$ cat config.mk
export PLATFORM = sky130hd
export DESIGN_NAME = substring_occurrence_counter_flat
export DESIGN_NICKNAME = d
export VERILOG_FILES = /design/src/design/ssc_pkg.sv /design/src/design/ssc_text_if.sv /design/src/design/ssc_result_if.sv /design/src/design/ssc_cfg_if.sv /design/src/design/substring_occurrence_counter.sv /design/src/design/ssc_cell.sv /design/src/design/ssc_track.sv /design/src/flat_wrapper.sv
export VERILOG_INCLUDE_DIRS = /design/src /design/src/design
export SDC_FILE = /design/constraint.sdc
export NUM_CORES = 1
export LEC_CHECK = 0
export ABC_AREA = 1
export BUFFER_PORTS_ARGS = -buffer_cell sky130_fd_sc_hd__buf_2
export CAP_MARGIN = 10
export CELL_PAD_IN_SITES_DETAIL_PLACEMENT = 2
export CELL_PAD_IN_SITES_GLOBAL_PLACEMENT = 2
export CORE_MARGIN = 5
export CORE_UTILIZATION = 25
export DETAILED_ROUTE_END_ITERATION = 16
export PLACE_DENSITY_LB_ADDON = 0.1
export SYNTH_ARGS = -nofsm -noshare
export SYNTH_HDL_FRONTEND = slang
export SYNTH_SLANG_ARGS = --single-unit
export TNS_END_PERCENT = 10
$ cat constraint.sdc
create_clock -name clk -period 5.84 [get_ports clk]
set_input_delay 1.168 -clock clk [delete_from_list [all_inputs] [get_ports clk]]
set_output_delay 1.168 -clock clk [all_outputs]
set_load 0.02 [all_outputs]
$ cat src/design/assert_macros.svh
// Assertion macros used by the top-level design file.
`ifndef ASSERT_MACROS_SVH
`define ASSERT_MACROS_SVH
`ifndef NO_ASSERTIONS
// Property must hold at every clock edge outside reset.
`define ASSERT_CLK(label, clk, rst, prop, msg) \
  label: assert property (@(posedge clk) disable iff (rst) (prop)) else $error(msg);
// Condition must never be seen outside reset.
`define ASSERT_NEVER(label, clk, rst, cond, msg) \
  label: assert property (@(posedge clk) disable iff (rst) !(cond)) else $error(msg);
`else
`define ASSERT_CLK(label, clk, rst, prop, msg)
`define ASSERT_NEVER(label, clk, rst, cond, msg)
`endif
`endif

$ cat src/design/ssc_pkg.sv
// Shared constants, types and helpers of the substring occurrence counter.
package ssc_pkg;

  localparam int MAX_PATTERN = 16;
  localparam int COUNT_WIDTH = 32;
  localparam int BYTE_W      = 8;
  localparam int LEN_W       = $clog2(MAX_PATTERN + 1);
  localparam int COOL_W      = $clog2(MAX_PATTERN);
  localparam int PAT_W       = MAX_PATTERN * BYTE_W;
  localparam int CFG_DATA_W  = 64;
  localparam int CFG_INDEX_W = 2;

  localparam logic [CFG_INDEX_W-1:0] REG_PATTERN_LOW  = CFG_INDEX_W'(0);
  localparam logic [CFG_INDEX_W-1:0] REG_PATTERN_HIGH = CFG_INDEX_W'(1);
  localparam logic [CFG_INDEX_W-1:0] REG_PATTERN_LEN  = CFG_INDEX_W'(2);

  typedef struct packed {
    logic             advance;
    logic             restart;
    logic             hit_all;
    logic [LEN_W-1:0] len;
  } step_t;

  typedef struct packed {
    logic                   match_found;
    logic [COUNT_WIDTH-1:0] occurrence_total;
  } result_t;

  // Clamp the programmed length to 1..MAX_PATTERN.
  function automatic logic [LEN_W-1:0] used_length(input logic [LEN_W-1:0] raw);
    logic [LEN_W-1:0] len;
    len = raw;
    if (raw == '0) begin
      len = LEN_W'(1);
    end else if (raw > LEN_W'(MAX_PATTERN)) begin
      len = LEN_W'(MAX_PATTERN);
    end
    return len;
  endfunction

endpackage

$ cat src/design/ssc_text_if.sv
// Input channel: one text byte per word.
interface ssc_text_if;
  import ssc_pkg::*;
  logic              valid;
  logic              ready;
  logic [BYTE_W-1:0] text_byte;
  logic              restart;
  modport source (output valid, text_byte, restart, input ready);
  modport sink (input valid, text_byte, restart, output ready);
endinterface

$ cat src/design/ssc_result_if.sv
// Output channel: match flag and running total per word.
interface ssc_result_if;
  import ssc_pkg::*;
  logic                   valid;
  logic                   ready;
  logic                   match_found;
  logic [COUNT_WIDTH-1:0] occurrence_total;
  modport source (output valid, match_found, occurrence_total, input ready);
  modport sink (input valid, match_found, occurrence_total, output ready);
endinterface

$ cat src/design/ssc_cfg_if.sv
// Configuration write channel: register index and data.
interface ssc_cfg_if;
  import ssc_pkg::*;
  logic                   valid;
  logic                   ready;
  logic [CFG_INDEX_W-1:0] index;
  logic [CFG_DATA_W-1:0]  data;
  modport source (output valid, index, data, input ready);
  modport sink (input valid, index, data, output ready);
endinterface

$ cat src/design/substring_occurrence_counter.sv
// Top level of the non-overlapping substring occurrence counter.
//
// Channels: text (sink) takes one text byte per word plus a restart flag;
// result (source) gives one word per text word: match_found and the
// running occurrence_total; cfg (sink, always ready) writes register 0
// (pattern bytes 0..7), 1 (pattern bytes 8..15) or 2 (pattern length).
// Writes to index 3 are dropped. Write cfg only while the block is idle.
//
// A row of 16 cells holds the byte window; each cell compares the byte
// entering it against its pattern byte in the same cycle. The result of
// an accepted text word is registered into the output register, or into
// the skid register while the output is stalled, and one word per cycle is
// sustained while the receiver takes results.
// A two-entry output buffer (output register plus skid register) keeps
// text.ready high for one more word after the receiver stalls; text.ready
// drops only once both entries hold results.
// Reset (rst, synchronous, active high) clears the window, fill count,
// cool-down, total and output buffer, and loads pattern length 1.
module substring_occurrence_counter (
  input logic          clk,
  input logic          rst,
  ssc_text_if.sink     text,
  ssc_result_if.source result,
  ssc_cfg_if.sink      cfg
);
  import ssc_pkg::*;

  `include "assert_macros.svh"

  // Configuration registers.
  logic [CFG_DATA_W-1:0] pattern_low;
  logic [CFG_DATA_W-1:0] pattern_high;
  logic [LEN_W-1:0]      pattern_length;
  logic [PAT_W-1:0]      pattern_vec;
  logic [LEN_W-1:0]      len;

  // Window chain.
  logic [BYTE_W-1:0] chain_in    [MAX_PATTERN];
  logic [BYTE_W-1:0] chain_out   [MAX_PATTERN];
  logic [BYTE_W-1:0] expect_byte [MAX_PATTERN];
  logic [MAX_PATTERN-1:0] hit;
  logic [MAX_PATTERN-1:0] used;
  logic [MAX_PATTERN-1:0] clear;

  // Output buffer.
  logic    in_fire;
  logic    out_open;
  logic    out_valid;
  logic    skid_valid;
  result_t out_word;
  result_t skid_word;
  step_t   step;
  result_t step_res;

  assign cfg.ready = 1'b1;

  always_ff @(posedge clk) begin
    if (rst) begin
      pattern_low    <= '0;
      pattern_high   <= '0;
      pattern_length <= LEN_W'(1);
    end else if (cfg.valid) begin
      case (cfg.index)
        REG_PATTERN_LOW:  pattern_low    <= cfg.data;
        REG_PATTERN_HIGH: pattern_high   <= cfg.data;
        REG_PATTERN_LEN:  pattern_length <= cfg.data[LEN_W-1:0];
        default: ;
      endcase
    end
  end

  assign pattern_vec = {pattern_high, pattern_low};
  assign len         = used_length(pattern_length);

  // Cell j holds the byte that arrived j words ago; it must equal
  // pattern byte len-1-j for the occurrence to end at the newest byte.
  for (genvar j = 0; j < MAX_PATTERN; j++) begin : g_cell
    logic [LEN_W-1:0] pat_idx;

    if (j == 0) begin : g_head
      assign chain_in[j] = text.text_byte;
      assign clear[j]    = 1'b0;
    end else begin : g_body
      assign chain_in[j] = chain_out[j-1];
      assign clear[j]    = text.restart;
    end

    assign pat_idx        = len - LEN_W'(1) - LEN_W'(j);
    assign expect_byte[j] = pattern_vec[pat_idx[COOL_W-1:0]*BYTE_W +: BYTE_W];
    assign used[j]        = LEN_W'(j) < len;

    ssc_cell u_cell (
      .clk         (clk),
      .rst         (rst),
      .advance     (in_fire),
      .clear       (clear[j]),
      .used        (used[j]),
      .byte_in     (chain_in[j]),
      .expect_byte (expect_byte[j]),
      .byte_out    (chain_out[j]),
      .hit         (hit[j])
    );
  end

  assign step.advance = in_fire;
  assign step.restart = text.restart;
  assign step.hit_all = &hit;
  assign step.len     = len;

  ssc_track u_track (
    .clk  (clk),
    .rst  (rst),
    .step (step),
    .res  (step_res)
  );

  // Accept while the skid entry is free; the output entry drains first.
  assign text.ready = !skid_valid;
  assign in_fire    = text.valid && !skid_valid;
  assign out_open   = !out_valid || result.ready;

  always_ff @(posedge clk) begin
    if (rst) begin
      out_valid  <= 1'b0;
      skid_valid <= 1'b0;
    end else begin
      if (out_open) begin
        out_valid  <= skid_valid || in_fire;
        skid_valid <= 1'b0;
      end else begin
        skid_valid <= skid_valid || in_fire;
      end
    end
  end

  always_ff @(posedge clk) begin
    if (out_open) begin
      out_word <= skid_valid ? skid_word : step_res;
    end else if (in_fire) begin
      skid_word <= step_res;
    end
  end

  assign result.valid            = out_valid;
  assign result.match_found      = out_word.match_found;
  assign result.occurrence_total = out_word.occurrence_total;

  // The skid entry is only filled behind a waiting output word.
  `ASSERT_NEVER(a_skid_behind_out, clk, rst, skid_valid && !out_valid, "skid holds word ahead of output")
  // A stalled output word is never dropped.
  `ASSERT_CLK(a_no_drop, clk, rst, out_valid && !result.ready |=> out_valid, "stalled result lost")
  // A counted occurrence always leaves a nonzero total.
  `ASSERT_NEVER(a_match_total, clk, rst, out_valid && out_word.match_found && out_word.occurrence_total == '0, "match with zero total")

endmodule

$ cat src/design/ssc_cell.sv
// One window cell: holds a byte, passes it on, compares the incoming byte.
module ssc_cell (
  input  logic                      clk,
  input  logic                      rst,
  input  logic                      advance,
  input  logic                      clear,
  input  logic                      used,
  input  logic [ssc_pkg::BYTE_W-1:0] byte_in,
  input  logic [ssc_pkg::BYTE_W-1:0] expect_byte,
  output logic [ssc_pkg::BYTE_W-1:0] byte_out,
  output logic                      hit
);
  import ssc_pkg::*;

  logic [BYTE_W-1:0] stored;
  logic [BYTE_W-1:0] stored_next;

  // A cleared stream shifts zero into every cell but the newest.
  assign stored_next = clear ? '0 : byte_in;
  assign hit         = !used || (stored_next == expect_byte);
  assign byte_out    = stored;

  always_ff @(posedge clk) begin
    if (rst) begin
      stored <= '0;
    end else if (advance) begin
      stored <= stored_next;
    end
  end

endmodule

$ cat src/design/ssc_track.sv
// Fill count, cool-down and saturating total.
module ssc_track (
  input  logic             clk,
  input  logic             rst,
  input  ssc_pkg::step_t   step,
  output ssc_pkg::result_t res
);
  import ssc_pkg::*;

  logic [LEN_W-1:0]       fill;
  logic [LEN_W-1:0]       fill_next;
  logic [COOL_W-1:0]      cooldown;
  logic [COOL_W-1:0]      cooldown_next;
  logic [COUNT_WIDTH-1:0] total;
  logic [COUNT_WIDTH-1:0] total_next;
  logic [LEN_W-1:0]       fill_base;
  logic [COOL_W-1:0]      cool_base;
  logic [COUNT_WIDTH-1:0] total_base;
  logic                   match;

  always_comb begin
    fill_base  = step.restart ? '0 : fill;
    cool_base  = step.restart ? '0 : cooldown;
    total_base = step.restart ? '0 : total;
    fill_next  = (fill_base < LEN_W'(MAX_PATTERN)) ? fill_base + LEN_W'(1) : fill_base;
    cooldown_next = cool_base;
    total_next    = total_base;
    match         = 1'b0;
    if (cool_base != '0) begin
      cooldown_next = cool_base - COOL_W'(1);
    end else if ((fill_next >= step.len) && step.hit_all) begin
      match         = 1'b1;
      cooldown_next = COOL_W'(step.len - LEN_W'(1));
      // hold at the top value once saturated
      if (total_base != '1) begin
        total_next = total_base + COUNT_WIDTH'(1);
      end
    end
  end

  assign res.match_found      = match;
  assign res.occurrence_total = total_next;

  always_ff @(posedge clk) begin
    if (rst) begin
      fill     <= '0;
      cooldown <= '0;
      total    <= '0;
    end else if (step.advance) begin
      fill     <= fill_next;
      cooldown <= cooldown_next;
      total    <= total_next;
    end
  end

endmodule

$ cat src/flat_wrapper.sv
// flat-port wrapper written by rule: the top's interface ports become plain ports
module substring_occurrence_counter_flat import ssc_pkg::*;
  (clk, rst, text_valid, text_text_byte, text_restart, text_ready, result_valid, result_match_found, result_occurrence_total, result_ready, cfg_valid, cfg_index, cfg_data, cfg_ready);
  ssc_text_if text_i ();
  ssc_result_if result_i ();
  ssc_cfg_if cfg_i ();
  input logic clk;
  input logic rst;
  input wire logic [$bits(text_i.valid)-1:0] text_valid;
  input wire logic [$bits(text_i.text_byte)-1:0] text_text_byte;
  input wire logic [$bits(text_i.restart)-1:0] text_restart;
  output wire logic [$bits(text_i.ready)-1:0] text_ready;
  output wire logic [$bits(result_i.valid)-1:0] result_valid;
  output wire logic [$bits(result_i.match_found)-1:0] result_match_found;
  output wire logic [$bits(result_i.occurrence_total)-1:0] result_occurrence_total;
  input wire logic [$bits(result_i.ready)-1:0] result_ready;
  input wire logic [$bits(cfg_i.valid)-1:0] cfg_valid;
  input wire logic [$bits(cfg_i.index)-1:0] cfg_index;
  input wire logic [$bits(cfg_i.data)-1:0] cfg_data;
  output wire logic [$bits(cfg_i.ready)-1:0] cfg_ready;
  assign text_i.valid = text_valid;
  assign text_i.text_byte = text_text_byte;
  assign text_i.restart = text_restart;
  assign text_ready = text_i.ready;
  assign result_valid = result_i.valid;
  assign result_match_found = result_i.match_found;
  assign result_occurrence_total = result_i.occurrence_total;
  assign result_i.ready = result_ready;
  assign cfg_i.valid = cfg_valid;
  assign cfg_i.index = cfg_index;
  assign cfg_i.data = cfg_data;
  assign cfg_ready = cfg_i.ready;
  substring_occurrence_counter u_core (.clk(clk), .rst(rst), .text(text_i), .result(result_i), .cfg(cfg_i));
endmodule
# Word-level counts from Yosys, hierarchy flattened
# Index checks and enable logic that the tools add are counted.
# word_totals
register_bits,362
latchBits,0
ram_bits,0
rom_bits,0
in_bits,80
out_inout_bits,36
elab_cells,177
memories,0
# op_classes
add_sub_neg,19
multipliers,0
n_div,0
n_lt_le_gt_ge,19
eq_ne,19
shifts,16
muxes,29
bitwise,1
reduce_logical,47
# op_table
operator,count
$shiftx 128x8->8,16
$eq 8x8->1,16
$mux 32,4
$mux 8,15
$lt 4x5->1 const A,8
$mux 33,1
$add 32x1->32 const B,1
$ne 32x32->1 const B,1
$sub 4x4->4 const B,8
$lt 3x5->1 const A,4
$mux 5,4
$logic_not 1->1,18
$logic_or 1x1->1,18
$reduce_and 16->1,1
$sub 4x3->4 const B,4
$mux 4,3
$sub 4x1->4 const B,3
$lt 1x5->1 const A,2
$lt 2x5->1 const A,2
$reduce_and 2->1,4
$sub 4x2->4 const B,2
$add 5x1->5 const B,1
$ge 5x5->1,1
$gt 5x5->1 const B,1
10 further kinds,12

# Depth between registers and ports, before layout
# Gate-level depths: netlist of the first run.
# logic_depth
ltp_word,13
mapped_depth,33
depth_no_buf,30

# By module
# Synthesis of the first run repeated with hierarchy kept, for this count alone.
# hier_totals
hier_cells,4315
area_unflattened_um2,26056.2
# modules_own_cells
module,instances,cells_per_inst,area_each_um2,seq_area_each_um2
substring_occurrence_counter,1,2506,14955.6,4684.5
ssc_cell,16,77,486.7,160.2
ssc_track,1,577,3313.2,820.8

# Least setup slack after synthesis of the first run
# Ideal clock, no wire load.
# synth_path
kind,input to register
start,in text_restart
end,reg u_core.out_word (netlist bit u_core.result.occurrence_total[19]) (data pin)
setup_time_ps,266
arrival_time_ps,4308
required_ps,5574
path_slack_ps,1266
stages,26
n_path_buf,3
path_cell_list,clkinv_1 -> clkbuf_1 -> clkbuf_1 -> buf_1 -> nand2_1 -> inv_1 -> ha_1 -> nand2_1 -> o21ai_0 -> ha_1 -> o21a_1 -> o21a_1 -> o21a_1 -> o21ai_0 -> nand2_1 -> nand2_1 -> nor2_1 -> nand3_1 -> nor2_1 -> nand2_1 -> nor2_1 -> nand2_1 -> nor2_1 -> nand4_1 -> nand2_1 -> o21ai_1
# synth_via
elab_chain_cells,8
word_cells_on_any_way,61
classes_between,add/sub (2); order compare (2); eq/ne (16); mux (23); reduce/logical (18)
# synth_lines
element,line_no,rtl
start: declaration,flat_wrapper.sv:11,input wire logic [$bits(text_i.restart)-1:0] text_restart;
$mux 5 (*),ssc_track.sv:22,fill_base = step.restart ? '0 : fill;
$add 5x1->5 / $lt 5x5->1 (equally long branches),ssc_track.sv:25,fill_next = (fill_base < LEN_W'(MAX_PATTERN)) ? fill_base + LEN_W'(1) : fill_base;
$mux 5 (*),ssc_track.sv:25,
via u_core.u_track.fill_next[1],ssc_track.sv:11,logic [LEN_W-1:0] fill_next;
$ge 5x5->1 (*),ssc_track.sv:31,end else if ((fill_next >= step.len) && step.hit_all) begin
$logic_and 1x1->1 (*),ssc_track.sv:31,
$mux 32 (*),ssc_track.sv:31,
$mux 32 (*),ssc_track.sv:29,if (cool_base != '0) begin
$mux 33 (*),substring_occurrence_counter.sv:138,out_word <= skid_valid ? skid_word : step_res;
end signal: assignment,substring_occurrence_counter.sv:138,
end: declaration,substring_occurrence_counter.sv:50,result_t out_word;
# The timed path passes the listed nets; every way through them passes the cells marked *.
# A chain may end at the register's enable or synchronous reset.

# Worst setup path after layout of the first run
# layout_path
start,reg u_core.pattern_length[2]
end,reg u_core.out_word (netlist bit u_core.result.occurrence_total[30]) (data pin)
# layout_via
elab_chain_cells,13
word_cells_on_any_way,106
classes_between,add/sub (16); order compare (18); eq/ne (16); shift (16); mux (5); reduce/logical (35)
# layout_lines
element,line_no,rtl
start: declaration,substring_occurrence_counter.sv:33,logic [LEN_W-1:0] pattern_length;
start signal: assignment,substring_occurrence_counter.sv:66,REG_PATTERN_LEN: pattern_length <= cfg.data[LEN_W-1:0];
$gt 5x5->1,ssc_pkg.sv:35,end else if (raw > LEN_W'(MAX_PATTERN)) begin
$mux 5,ssc_pkg.sv:35,
$mux 5 (*),ssc_pkg.sv:33,if (raw == '0) begin
$sub 4x1->4,substring_occurrence_counter.sv:88,assign pat_idx = len - LEN_W'(1) - LEN_W'(j);
$sub 4x4->4 (tied with other cells),substring_occurrence_counter.sv:88,
$shiftx 128x8->8,substring_occurrence_counter.sv:89,assign expect_byte[j] = pattern_vec[pat_idx[COOL_W-1:0]*BYTE_W +: BYTE_W];
$eq 8x8->1,ssc_cell.sv:20,assign hit = !used || (stored_next == expect_byte);
$logic_or 1x1->1,ssc_cell.sv:20,
$reduce_and 16->1,substring_occurrence_counter.sv:107,assign step.hit_all = &hit;
$logic_and 1x1->1 (*),ssc_track.sv:31,
$mux 32 (*),ssc_track.sv:31,
$mux 32 (*),ssc_track.sv:29,
$mux 33 (*),substring_occurrence_counter.sv:138,
# Every way passes the cells marked *; elsewhere a longest branch is shown, timed or not.

==> metrics.yaml, run 1 <==
routing:
  firstDrtPassIters: 5
  vias_per_cell: 5.28
  drt_iter0_drc: 1765
  vias: 27548
  wirelength_um: 133000
  drc: 0
  ant_nets: 0
  avgRoutedWirePerCell_um: 25.4
placement:
  dpl.cell_count: 5139
  portBuffers: 114
  post-dp-hpwl_um: 104000
  dpl_cell_area_mm2: 0.0258
  place_congestion: 0.944
  place_ws_ns: 0.513
critical_path:
  endpoint: "u_core.result.occurrence_total[30]"
  critPathLaunch: "u_core.pattern_length[2]"
  cp_data_required_time_ns: 6.20
  crit_fanout: 47
  worstSetupEndpointType: "flop"
  ff2ff_path_depth: 25
  timing.rr.end: "u_core.result.occurrence_total[30]"
  crit_type: "reg2reg"
  crit_path_max_incr_delay_ns: 0.48
  r2r_slack_ns: 0.50
  r2r_start: "u_core.pattern_length[2]"
  critPathMostFrequentCell: "nand2_1"
  cp.arrival_ns: 5.70
  cp-start-kind: "flop"
  cp_slowest_cell: "xor2_1"
cells_and_area:
  final_nets: 4013
  fin_area_mm2: 0.0272
  multi_input_area_mm2: 0.0137
  fin_cells: 5222
  num_antenna_cells: 0
  seqCellArea_mm2: 0.00791
  final_util_pct: 28.7
  area_delta_synth_final_pct: 14.0
  drive_above_1_share_pct: 7.38
  fillers: 11679
timing:
  setup_ws_ns: 0.505
  timing.final.crit_share_pct: 91.4
  fmax_mhz: 187
  fin_crit_ns: 5.34
  worstMarginPinSlew_ns: 1.00
  clock_skew_ns: 0.0313
  setup_viol: 0
  rsz0062_at_grt: "no"
  final_max_slew_viol_count: 0
  finalSetupTns_ns: 0
  worst_hold_slack_ns: 0.473
  hold_viol: 0
  slew_headroom_pct: 33.1
global_route:
  groute.usage.overall_pct: 25.1
  grt_pass1_vias: 28611
  grt_pass1_wl_um: 192000
  grt_remaining_overflow: 0
  antenna_found_initial: 10
  grt_max_degree: 143
logic_synthesis:
  ys_seq_area_share_pct: 33.1
  ys_types: 38
  synth_edf_count: 66
  yosys-top-cells-area: "dfxtp_1, nand3_1, nand2_1, edfxtp_1, o21ai_0"
  netlist_area_mm2: 0.0239
  syn_avg_cell_area_um2: 6.08
  ys_ff_latch: 362
  synthArstFlopShare_pct: 0
  netlist_instances: 3928
  synth_nets: 4019
  dominantRegCellSynth: "dfxtp_1"
  synth_top_area_share_pct: 24.8
  yosys.area.top_type: "dfxtp_1"
  yosysWarnings: 0
clock_tree:
  tritoncts: "built"
  clk_latency_ns: 0.65
  root_buffer: "clkbuf_16"
  postCtsHoldBufs: 0
  numCtsBuffers: 46
  path_clk_slew_ns: 0.06
  h-tree-depth: 2
  cts_setup_buffers: 0
  clk_path_buf_depth: 3
  cts_resized: 0
  cts.sinks: 362
floorplan:
  start_util_pct: 25.2
  core_region_area_mm2: 0.0949
  rows: 113
  chipHeight_um: 319
  dieArea_mm2: 0.102
  num_io_pins: 116
  fp.dieW_um: 319
power:
  finalPower_mw: 8.79
  powerDensity_mw_per_mm2: 323
  max-vdd-ir-drop_uv: 211
  static-leakage-power_nw: 12.6
worst_hold_path:
  hp-class: "reg2reg"
flow_run:
  cap_violations: 0
outcome:
  status: "finished, final reports clean"
-- metal layers --
layer,track usage (%),up-vias,wire length [um]
met5,0,-,0
met4,8.93,0,5570
met3,2.74,178,4470
met2,42.6,513,61500
met1,33.3,13836,61000
li1,-,13021,-
-- worst min-delay path by stage --
stage	depth (start not counted)	start	slack (ns)	to
5_1_grt	2	u_core.pattern_low[52]	0.49	u_core.pattern_low[52]
2_1_floorplan	2	u_core.pattern_high[42]	0.44	u_core.pattern_high[42]
3_5_place_dp	2	u_core.u_track.cooldown[0]	0.47	u_core.u_track.cooldown[0]
3_3_place_gp	2	u_core.u_track.cooldown[0]	0.46	u_core.u_track.cooldown[0]
4_1_cts	2	u_core.u_track.cooldown[0]	0.48	u_core.u_track.cooldown[0]
6_report	2	u_core.u_track.cooldown[0]	0.47	u_core.u_track.cooldown[0]
-- report_power, final --
group          total [mW]  internal [mW]  switching, mW
combinational        3.16          0.816           2.35
sequential           2.76           2.69         0.0770
clock                2.86           1.61           1.25
-- cell type report --
type / count / share of cell area (%)
Clock buffer: 66 / 4.65
Tap cell: 1265 / 5.81
Clock inverter: 17 / 0.754
Multi-Input combinational cell: 2970 / 50.2
Timing Repair Buffer: 187 / 4.52
Sequential cell: 362 / 29.1
Inverter: 355 / 4.97
-- logic make-up after synthesis --
kind of cell,Yosys count,synth area share (%)
buffers and inverters,596,9.84
adders and majority gates,11,0.576
DFF,362,33.1
AOI/OAI and AO/OA,629,13.3
xor gates and xnor gates,19,0.823
other,1,0.0157
and+or+nand+nor,2310,42.3
-- placed cells by master, fill, tap and decap left out, drive strengths merged, types with 2 or more instances in the layout --
cell type / n
a21o: 2
a21oi: 282
a31oi: 2
buf: 187
bufinv: 2
clkbuf: 66
clkinv: 17
dfxtp: 296
edfxtp: 66
ha: 11
inv: 352
nand2: 1166
nand3: 880
nand3b: 43
nand4: 42
nor2: 159
nor3: 15
nor4: 4
o21a: 3
o21ai: 338
xnor2: 9
xor2: 10
-- critical path: cells and delay by family (launching register included) --
kind / cells / cell delay [ns]
simple gates: 17 / 2.49
buf+inv: 4 / 1.17
xor+xnor: 2 / 0.64
flops: 1 / 0.36
fa+ha+maj: 1 / 0.27
compound gates: 1 / 0.08
-- Yosys cell counts (all sizes together), types with 2 or more instances --
library cell,n
nand2,1166
nand3,880
inv,351
o21ai,338
dfxtp,296
a21oi,282
nor2,159
clkbuf,157
buf,84
edfxtp,66
nand3b,43
nand4,42
nor3,15
ha,11
xor2,10
xnor2,9
clkinv,4
nor4,4
o21a,3
a21o,2
a31oi,2
-- registers in the layout, indices dropped and copies added (netlist names) --
name,flops
u_core.g_cell.u_cell.byte_out,120
u_core.pattern_high,64
u_core.pattern_low,64
u_core.skid_word,33
u_core.result.occurrence_total,32
u_core.u_track.total,32
u_core.pattern_length,5
u_core.u_track.fill,5
u_core.u_track.cooldown,4
u_core.result.match_found,1
u_core.result.valid,1
u_core.skid_valid,1
Power figures use the tool's default switching activity.
==> run 2, diff against run 1 <==
--- a/config.mk
+++ b/config.mk
@@ -6,13 +6,13 @@
 export SDC_FILE = /design/constraint.sdc
 export NUM_CORES = 1
 export LEC_CHECK = 0
-export ABC_AREA = 1
 export BUFFER_PORTS_ARGS = -buffer_cell sky130_fd_sc_hd__buf_2
 export CAP_MARGIN = 10
 export CELL_PAD_IN_SITES_DETAIL_PLACEMENT = 2
 export CELL_PAD_IN_SITES_GLOBAL_PLACEMENT = 2
 export CORE_MARGIN = 5
 export CORE_UTILIZATION = 25
+export CTS_CLUSTER_SIZE = 20
 export DETAILED_ROUTE_END_ITERATION = 16
 export PLACE_DENSITY_LB_ADDON = 0.1
 export SYNTH_ARGS = -nofsm -noshare
==> run 2 against run 1 <==
Effect of this change:
- maximum frequency fell by 7.7%
- combinational power fell by 52%
- largest power group is now clock
- largest cell class unchanged
- non-clock buffer count rose by 276
- worst hold slack got worse by 0.011 ns
- die area rose by 9.2%
- wire length rose by 15%
- clock-buffer cell count rose by 1
- final cell count fell by 5.6%
- sequential cell count did not move
- clock power rose by 8.7%
- critical path type unchanged
==> metrics.yaml, run 2 <==
critical_path:
  worstSetupEndpointType: "flop"  # unchanged
  critPathLaunch: "u_core.pattern_length[3]"  # was u_core.pattern_length[2]
  crit_path_max_incr_delay_ns: 0.61  # was 0.48 ns
  critPathMostFrequentCell: "buf_4"  # was nand2_1
  crit_family: "compound AO/OA/AOI/OAI gates"  # was simple AND/OR/NAND/NOR gates
  cp.arrival_ns: 6.33  # was 5.70 ns
  crit_type: "reg2reg"  # unchanged
  cp_data_required_time_ns: 6.40  # was 6.20 ns
  crit_fanout: 11  # was 47
  crit_path_cell_trace: "or4_4, nand2_4, inv_4, ha_4, buf_4, xnor3_1, buf_12, mux4_2, mux2_4, a2111o_1, a32oi_2, buf_4, a31oi_1, buf_4, a211oi_2, o2111a_2, nand4b_4, buf_4, buf_12, buf_4, or4_1, a31oi_1"
  cp-start-kind: "flop"  # unchanged
  cp_slowest_cell: "mux4_2"  # was xor2_1
  r2r_start: "u_core.pattern_length[3]"  # was u_core.pattern_length[2]
  path_buf_inv: 8  # was 4
logic_synthesis:
  synthArstFlopShare_pct: 0  # unchanged
  synth_top_area_share_pct: 22.7  # was 24.8%
  ys_types: 101  # was 38
  netlist_area_mm2: 0.0261  # was 0.0239 mm^2
  dominantRegCellSynth: "dfxtp_1"  # unchanged
  yosys-top-cells-count: "nand2_1, a21oi_1, dfxtp_1, nor2_1, clkbuf_1"  # was nand2_1, nand3_1, inv_1, o21ai_0, dfxtp_1
  ys_seq_area_share_pct: 30.2  # was 33.1%
  ys_ff_latch: 362  # unchanged
  synth_edf_count: 66  # unchanged
  synth_most_common_cell: "nand2_1"  # unchanged
  yosys-top-cells-area: "dfxtp_1, mux4_2, nand2_1, edfxtp_1, a21oi_1"  # was dfxtp_1, nand3_1, nand2_1, edfxtp_1, o21ai_0
  syn_avg_cell_area_um2: 8.05  # was 6.08 um^2
  netlist_instances: 3250  # was 3,928
  yosys.area.top_type: "dfxtp_1"  # unchanged
  yosysWarnings: 0  # unchanged
  synth_nets: 3341  # was 4,019
timing:
  fin_crit_ns: 5.78  # was 5.34 ns
  hold_viol: 0  # unchanged
  fmax_mhz: 173  # was 187 MHz
  setup_viol: 0  # unchanged
  clock_skew_ns: 0.0556  # was 0.0313 ns
  finalSetupTns_ns: 0  # unchanged
  timing.final.crit_share_pct: 98.9  # was 91.4%
  final_max_slew_viol_count: 0  # unchanged
  slew_headroom_pct: 27.5  # was 33.1%
  worstMarginPinSlew_ns: 1.09  # was 1.00 ns
power:
  p_comb_share_pct: 20.8  # was 36.0%
  finalPower_mw: 7.32  # was 8.79 mW
  pwr-share-clk_pct: 42.5  # was 32.6%
  static-leakage-power_nw: 11.9  # was 12.6 nW
  power_frac_seq_pct: 36.7  # was 31.5%
  powerDensity_mw_per_mm2: 225  # was 323 mW/mm^2
  power.switching_mw: 2.34  # was 3.67 mW
  max-vdd-ir-drop_uv: 162  # was 211 uV
  switching_share_pct: 32.0  # was 41.8%
  internal-power_mw: 4.97  # was 5.11 mW
placement:
  portBuffers: 114  # unchanged
  dpl.cell_count: 4789  # was 5,139
  post-dp-hpwl_um: 116000  # was 104,000 um
  place_congestion: 0.965  # was 0.944
global_route:
  antenna_found_initial: 2  # was 10
  grt_remaining_overflow: 0  # unchanged
  grt_pass1_wl_um: 215000  # was 192,000 um
  groute.usage.overall_pct: 25.9  # was 25.1%
  grt_max_degree: 150  # was 143
  grt_pass1_vias: 29465  # was 28.6k
routing:
  firstDrtPassIters: 6  # was 5
  vias: 28119  # was 27.5k
  ant_nets: 0  # unchanged
  wirelength_um: 152000  # was 133,000 um
  avgRoutedWirePerCell_um: 30.8  # was 25.4 um
  drc: 0  # unchanged
  drt_iter0_drc: 1817  # was 1,765
  vias_per_cell: 5.71  # was 5.28
clock_tree:
  h-tree-depth: 2  # unchanged
  clk_latency_ns: 0.65  # about the same
  tritoncts: "built"  # unchanged
  path_clk_slew_ns: 0.06  # about the same
  numCtsBuffers: 49  # was 46
  cts.sinks: 362  # unchanged
  postCtsHoldBufs: 0  # unchanged
  root_buffer: "clkbuf_16"  # unchanged
  clk_path_buf_depth: 3  # unchanged
cells_and_area:
  largest_register_ffs: 120  # unchanged
  final_cell_mix: "nand2_1, buf_4, a21oi_1, dfxtp_1, nor2_1"  # was nand2_1, nand3_1, inv_1, o21ai_0, dfxtp_1
  final_common_cell: "nand2_1"  # unchanged
  final_nets: 3599  # was 4,013
  fin_cells: 4927  # was 5,222
  area_delta_synth_final_pct: 24.4  # was 14.0%
  final_util_pct: 31.4  # was 28.7%
  drive_above_1_share_pct: 22.1  # was 7.38%
outcome:
  status: "finished, final reports clean"  # unchanged
floorplan:
  chipHeight_um: 333  # was 319 um
  fp.dieW_um: 333  # was 319 um
  start_util_pct: 25.2  # about the same
  rows: 118  # was 113
  dieArea_mm2: 0.111  # was 0.102 mm^2
  core_region_area_mm2: 0.104  # was 0.0949 mm^2
  num_io_pins: 116  # unchanged
worst_hold_path:
  hp-class: "reg2reg"  # unchanged
  min_from: "u_core.g_cell[10].u_cell.byte_out[4]"  # was u_core.u_track.cooldown[0]
flow_run:
  cap_violations: 0  # unchanged
run 2: cell count changes after synthesis, moves of 45 or more:
cell,before,now
o21ai_0,302,123
mux2i_1,0,140
mux4_2,0,105
nor2_1,155,259
inv_1,340,65
nor3_1,15,82
nand2_1,1162,530
and3_1,0,68
nor2b_1,0,59
a31oi_1,2,96
a211oi_1,0,45
nand3_1,880,67
run 2: repair_timing:
action,4_1_cts,5_1_grt
gates resized for setup,30,63
cloned,0,5
pin swaps,4,22
setup endpoints to repair,88,87
setup buffers,11,32
run 2: final timing paths:
kind	end	slack, ns	cells past startpoint
worst max-delay path	u_core.u_track.total[18]	0.06	22
worst min-delay path	u_core.g_cell[10].u_cell.byte_out[4]	0.46	2
worst max register to register	u_core.u_track.total[18]	0.06	22
worst min register to register	u_core.g_cell[10].u_cell.byte_out[4]	0.46	2
run 2: layer usage:
layer / vias to the layer above / global-route usage [%] / wire length (um)
met1: 14704 / 33.5 / 66700
met2: 635 / 43.7 / 71400
met3: 212 / 3.90 / 7130
met4: 2 / 9.76 / 6590
met5: - / 0 / 13
li1: 12566 / - / -
run 2: logic make-up (layout without fill, tap and decap cells):
| kind of cell | after synthesis | count (layout) | share of synthesized area (%) |
|---|---|---|---|
| buf+inv | 327 | 620 | 5.03 |
| mux | 270 | 270 | 15.5 |
| simple gates | 1343 | 1343 | 24.9 |
| fa+ha+maj | 11 | 11 | 0.526 |
| flops | 362 | 362 | 30.2 |
| xor+xnor | 60 | 60 | 2.12 |
| compound gates | 876 | 876 | 21.7 |
| other cells | 1 | 5 | 0.0143 |
run 2: worst reg2reg max path: cells and delay by family, from the launching register on:
| kind | cells | cell delay, ns |
|---|---|---|
| mux | 2 | 0.97 |
| xor+xnor | 1 | 0.43 |
| simple gates | 4 | 1.28 |
| compound gates | 6 | 1.30 |
| flops | 1 | 0.32 |
| fa+ha+maj | 1 | 0.19 |
| buf+inv | 8 | 1.19 |
run 2: power groups by stage:
stage / Combinational (mW) / Sequential (mW) / Clock [mW]
5_1_grt: 1.59 / 2.69 / 3.31
2_1_floorplan: 0.740 / 2.71 / 0
6_report: 1.52 / 2.68 / 3.11
3_5_place_dp: 1.41 / 2.74 / 0
4_1_cts: 1.45 / 2.68 / 3.21
3_3_place_gp: 1.38 / 2.73 / 0
run 2: final cells by class:
type	count	area [um^2]
fill	11877	71100
clock buffer	67	1360
sequential	362	7910
timing repair buffer	463	3540
inverter	71	273
tap	1380	1730
antenna	4	10.0
multi-input combinational	2561	17500
clock inverter	19	248
run 2: through the flow:
stage / hold slack [ns] / cell area, um^2 / worst slack, ns
after global routing: 0.487 / 32500 / -0.0383
after detailed placement: 0.455 / 30100 / -0.221
after CTS: 0.464 / 31900 / -0.00358
after floorplan: 0.432 / 26300 / 0.0147
final: 0.462 / 32500 / 0.0622
after global placement: 0.447 / 30100 / -0.189
==> run 3, diff against run 2 <==
--- a/config.mk
+++ b/config.mk
@@ -10,6 +10,7 @@
 export CAP_MARGIN = 10
 export CELL_PAD_IN_SITES_DETAIL_PLACEMENT = 2
 export CELL_PAD_IN_SITES_GLOBAL_PLACEMENT = 2
+export CORE_ASPECT_RATIO = 1.75
 export CORE_MARGIN = 5
 export CORE_UTILIZATION = 25
 export CTS_CLUSTER_SIZE = 20
==> constraint.sdc (replaced) <==
create_clock -name clk -period 4.6 [get_ports clk]
set_input_delay 0.92 -clock clk [delete_from_list [all_inputs] [get_ports clk]]
set_output_delay 0.92 -clock clk [all_outputs]
set_load 0.02 [all_outputs]
==> run 3 against run 2 <==
Effect of this change:
- the run now ends with negative setup slack left
- design area grew 9.4%
- worst hold slack better by 0.0019 ns
- clock skew fell by 0.035 ns
- combinational power increased by 45%
- non-clock buffer count rose by 347
- worst setup slack worse by 1.3 ns
- maximum frequency decreased by 0.23%
- wire length grew 9.2%
- die area is 0.23% higher
- critical path type unchanged
- critical endpoint is now u_core.result.occurrence_total[1]
- largest cell class unchanged
==> metrics.yaml, run 3 (synthesized netlist as in run 2, its figures left out) <==
floorplan:
  start_util_pct: 25.1  # was 25.2%
  rows: 157  # was 118
  fp.dieW_um: 254  # was 333 um
  chipHeight_um: 438  # was 333 um
  dieArea_mm2: 0.111  # about the same
  num_io_pins: 116  # unchanged
  core_region_area_mm2: 0.104  # about the same
placement:
  portBuffers: 114  # unchanged
  dpl.cell_count: 5111  # was 4,789
  post-dp-hpwl_um: 133000  # was 116,000 um
  place_congestion: 0.964  # was 0.965
cells_and_area:
  final_common_cell: "buf_4"  # was nand2_1
  largest_register_ffs: 120  # unchanged
  area_delta_synth_final_pct: 36.1  # was 24.4%
  final_cell_mix: "buf_4, nand2_1, a21oi_1, dfxtp_1, nor2_1"  # was nand2_1, buf_4, a21oi_1, dfxtp_1, nor2_1
  fillers: 11799  # was 11.9k
  final_nets: 3940  # was 3,599
  final_util_pct: 34.1  # was 31.4%
  drive_above_1_share_pct: 30.5  # was 22.1%
  fin_cells: 5237  # was 4,927
critical_path:
  cp.arrival_ns: 6.16  # was 6.33 ns
  crit_family: "simple AND/OR/NAND/NOR gates"  # was compound AO/OA/AOI/OAI gates
  timing.rr.end: "u_core.result.occurrence_total[1]"  # was u_core.u_track.total[18]
  crit_fanout: 7  # was 11
  ff2ff_path_depth: 25  # was 22
  crit_type: "reg2reg"  # unchanged
  r2r_slack_ns: -1.19  # was 0.06 ns
  cp_data_required_time_ns: 4.97  # was 6.40 ns
  critPathLaunch: "u_core.pattern_length[2]"  # was u_core.pattern_length[3]
  r2r_start: "u_core.pattern_length[2]"  # was u_core.pattern_length[3]
  crit_path_max_incr_delay_ns: 0.57  # was 0.61 ns
  worstSetupEndpointType: "flop"  # unchanged
  cp-start-kind: "flop"  # unchanged
  cp.depth: 25  # was 22
  critPathMostFrequentCell: "buf_12"  # was buf_4
  cp_slowest_cell: "or4_4"  # was mux4_2
  path_buf_inv: 9  # was 8
timing:
  setup_viol: 102  # was 0
  final_max_slew_viol_count: 0  # unchanged
  hold_viol: 0  # unchanged
  setup_ws_ns: -1.19  # was 0.0622 ns
  rsz0062_at_grt: "yes"
  timing.final.crit_share_pct: 126  # was 98.9%
  fmax_mhz: 173  # about the same
  worstMarginPinSlew_ns: 1.19  # was 1.09 ns
  finalSetupTns_ns: -101.51  # was 0 ns
  clock_skew_ns: 0.0210  # was 0.0556 ns
  slew_headroom_pct: 20.3  # was 27.5%
  fin_crit_ns: 5.79  # was 5.78 ns
global_route:
  grt_remaining_overflow: 0  # unchanged
  grt_max_degree: 98  # was 150
  grt_pass1_wl_um: 231000  # was 215,000 um
  grt_pass1_vias: 32100  # was 29.5k
  groute.usage.overall_pct: 28.4  # was 25.9%
  antenna_found_initial: 6  # was 2
routing:
  wirelength_um: 166000  # was 152,000 um
  ant_nets: 0  # unchanged
  vias_per_cell: 5.61  # was 5.71
  firstDrtPassIters: 5  # was 6
  drt_iter0_drc: 1233  # was 1,817
  vias: 29365  # was 28.1k
  drc: 0  # unchanged
  avgRoutedWirePerCell_um: 31.7  # was 30.8 um
clock_tree:
  clk_path_buf_depth: 3  # unchanged
  path_clk_slew_ns: 0.07  # was 0.06 ns
  root_buffer: "clkbuf_16"  # unchanged
  cts.sinks: 362  # unchanged
  h-tree-depth: 2  # unchanged
  clk_latency_ns: 0.63  # was 0.65 ns
  tritoncts: "built"  # unchanged
  numCtsBuffers: 43  # was 49
  postCtsHoldBufs: 0  # unchanged
worst_hold_path:
  hp-class: "reg2reg"  # unchanged
  min_to: "u_core.g_cell[0].u_cell.byte_out[2]"  # was u_core.g_cell[10].u_cell.byte_out[4]
  min_from: "u_core.g_cell[0].u_cell.byte_out[2]"  # was u_core.g_cell[10].u_cell.byte_out[4]
  min_delay_path_depth: 2  # unchanged
flow_run:
  cap_violations: 0  # unchanged
outcome:
  status: "finished, violations left"  # was finished, final reports clean
  failed_checks: "negative setup slack"
power:
  powerDensity_mw_per_mm2: 256  # was 225 mW/mm^2
  max-vdd-ir-drop_uv: 298  # was 162 uV
  static-leakage-power_nw: 13.8  # was 11.9 nW
run 3: cell count changes in the layout (fill, tap and decap cells not counted), sizes merged:
cell,before,now
buf,459,805
bufinv,4,1
clkbuf,71,65
clkinv,15,17
clkinvlp,2,5
diode,4,2
inv,69,68
run 3: worst max path at each step:
| stage | to | slack [ns] |
|---|---|---|
| 2_1_floorplan | u_core.result.occurrence_total[1] | -1.12 |
| 6_report | u_core.result.occurrence_total[1] | -1.19 |
| 3_5_place_dp | u_core.u_track.total[18] | -1.78 |
| 5_1_grt | u_core.u_track.total[30] | -1.32 |
| 3_3_place_gp | u_core.u_track.total[18] | -2.13 |
| 4_1_cts | u_core.u_track.total[18] | -1.17 |
run 3: cell type report:
type	instances	area, um^2	area share (%)
multi-input combinational	2561	17800	49.9
tap	1351	1690	4.75
antenna	2	5.00	0.0141
sequential	362	7910	22.2
timing repair buffer	810	6570	18.5
clock buffer	60	1220	3.43
clock inverter	20	146	0.411
inverter	71	283	0.795
run 3: routing by layer:
metal,global-route usage [%],vias to the layer above,wire [um]
li1,-,13243,-
met1,27.3,15222,56200
met2,54.3,577,88700
met3,2.69,323,4040
met4,22.1,0,16800
met5,0,-,0
run 3: metrics by stage:
step                      worst slack [ns]  hold WS, ns  power, mW  area (um^2)
after floorplan                      -1.12        0.432       4.39        26400
after global placement               -2.13        0.449       5.47        32900
after detailed placement             -1.78        0.452       5.52        32900
after CTS                            -1.17        0.462       9.12        34600
after global routing                 -1.32        0.481       9.40        35600
final                                -1.19        0.464       9.09        35600
run 3: tightest hold or removal path: stages, from the launching register on:
cell and delay, ns:
dfxtp_1 0.31, nand2_1 0.05, a21oi_1 0.05
run 3: repair_timing:
action	in CTS	in global routing
pin swaps	25	58
gates cloned	0	6
buffers inserted	6	33
endpoints found under the setup margin	102	102
gates resized for setup	62	148
run 3: power breakdown:
group,switching [mW],internal (mW)
registers,0.0665,3.30
clock network,1.60,1.92
logic,1.32,0.889
total,2.99,6.11
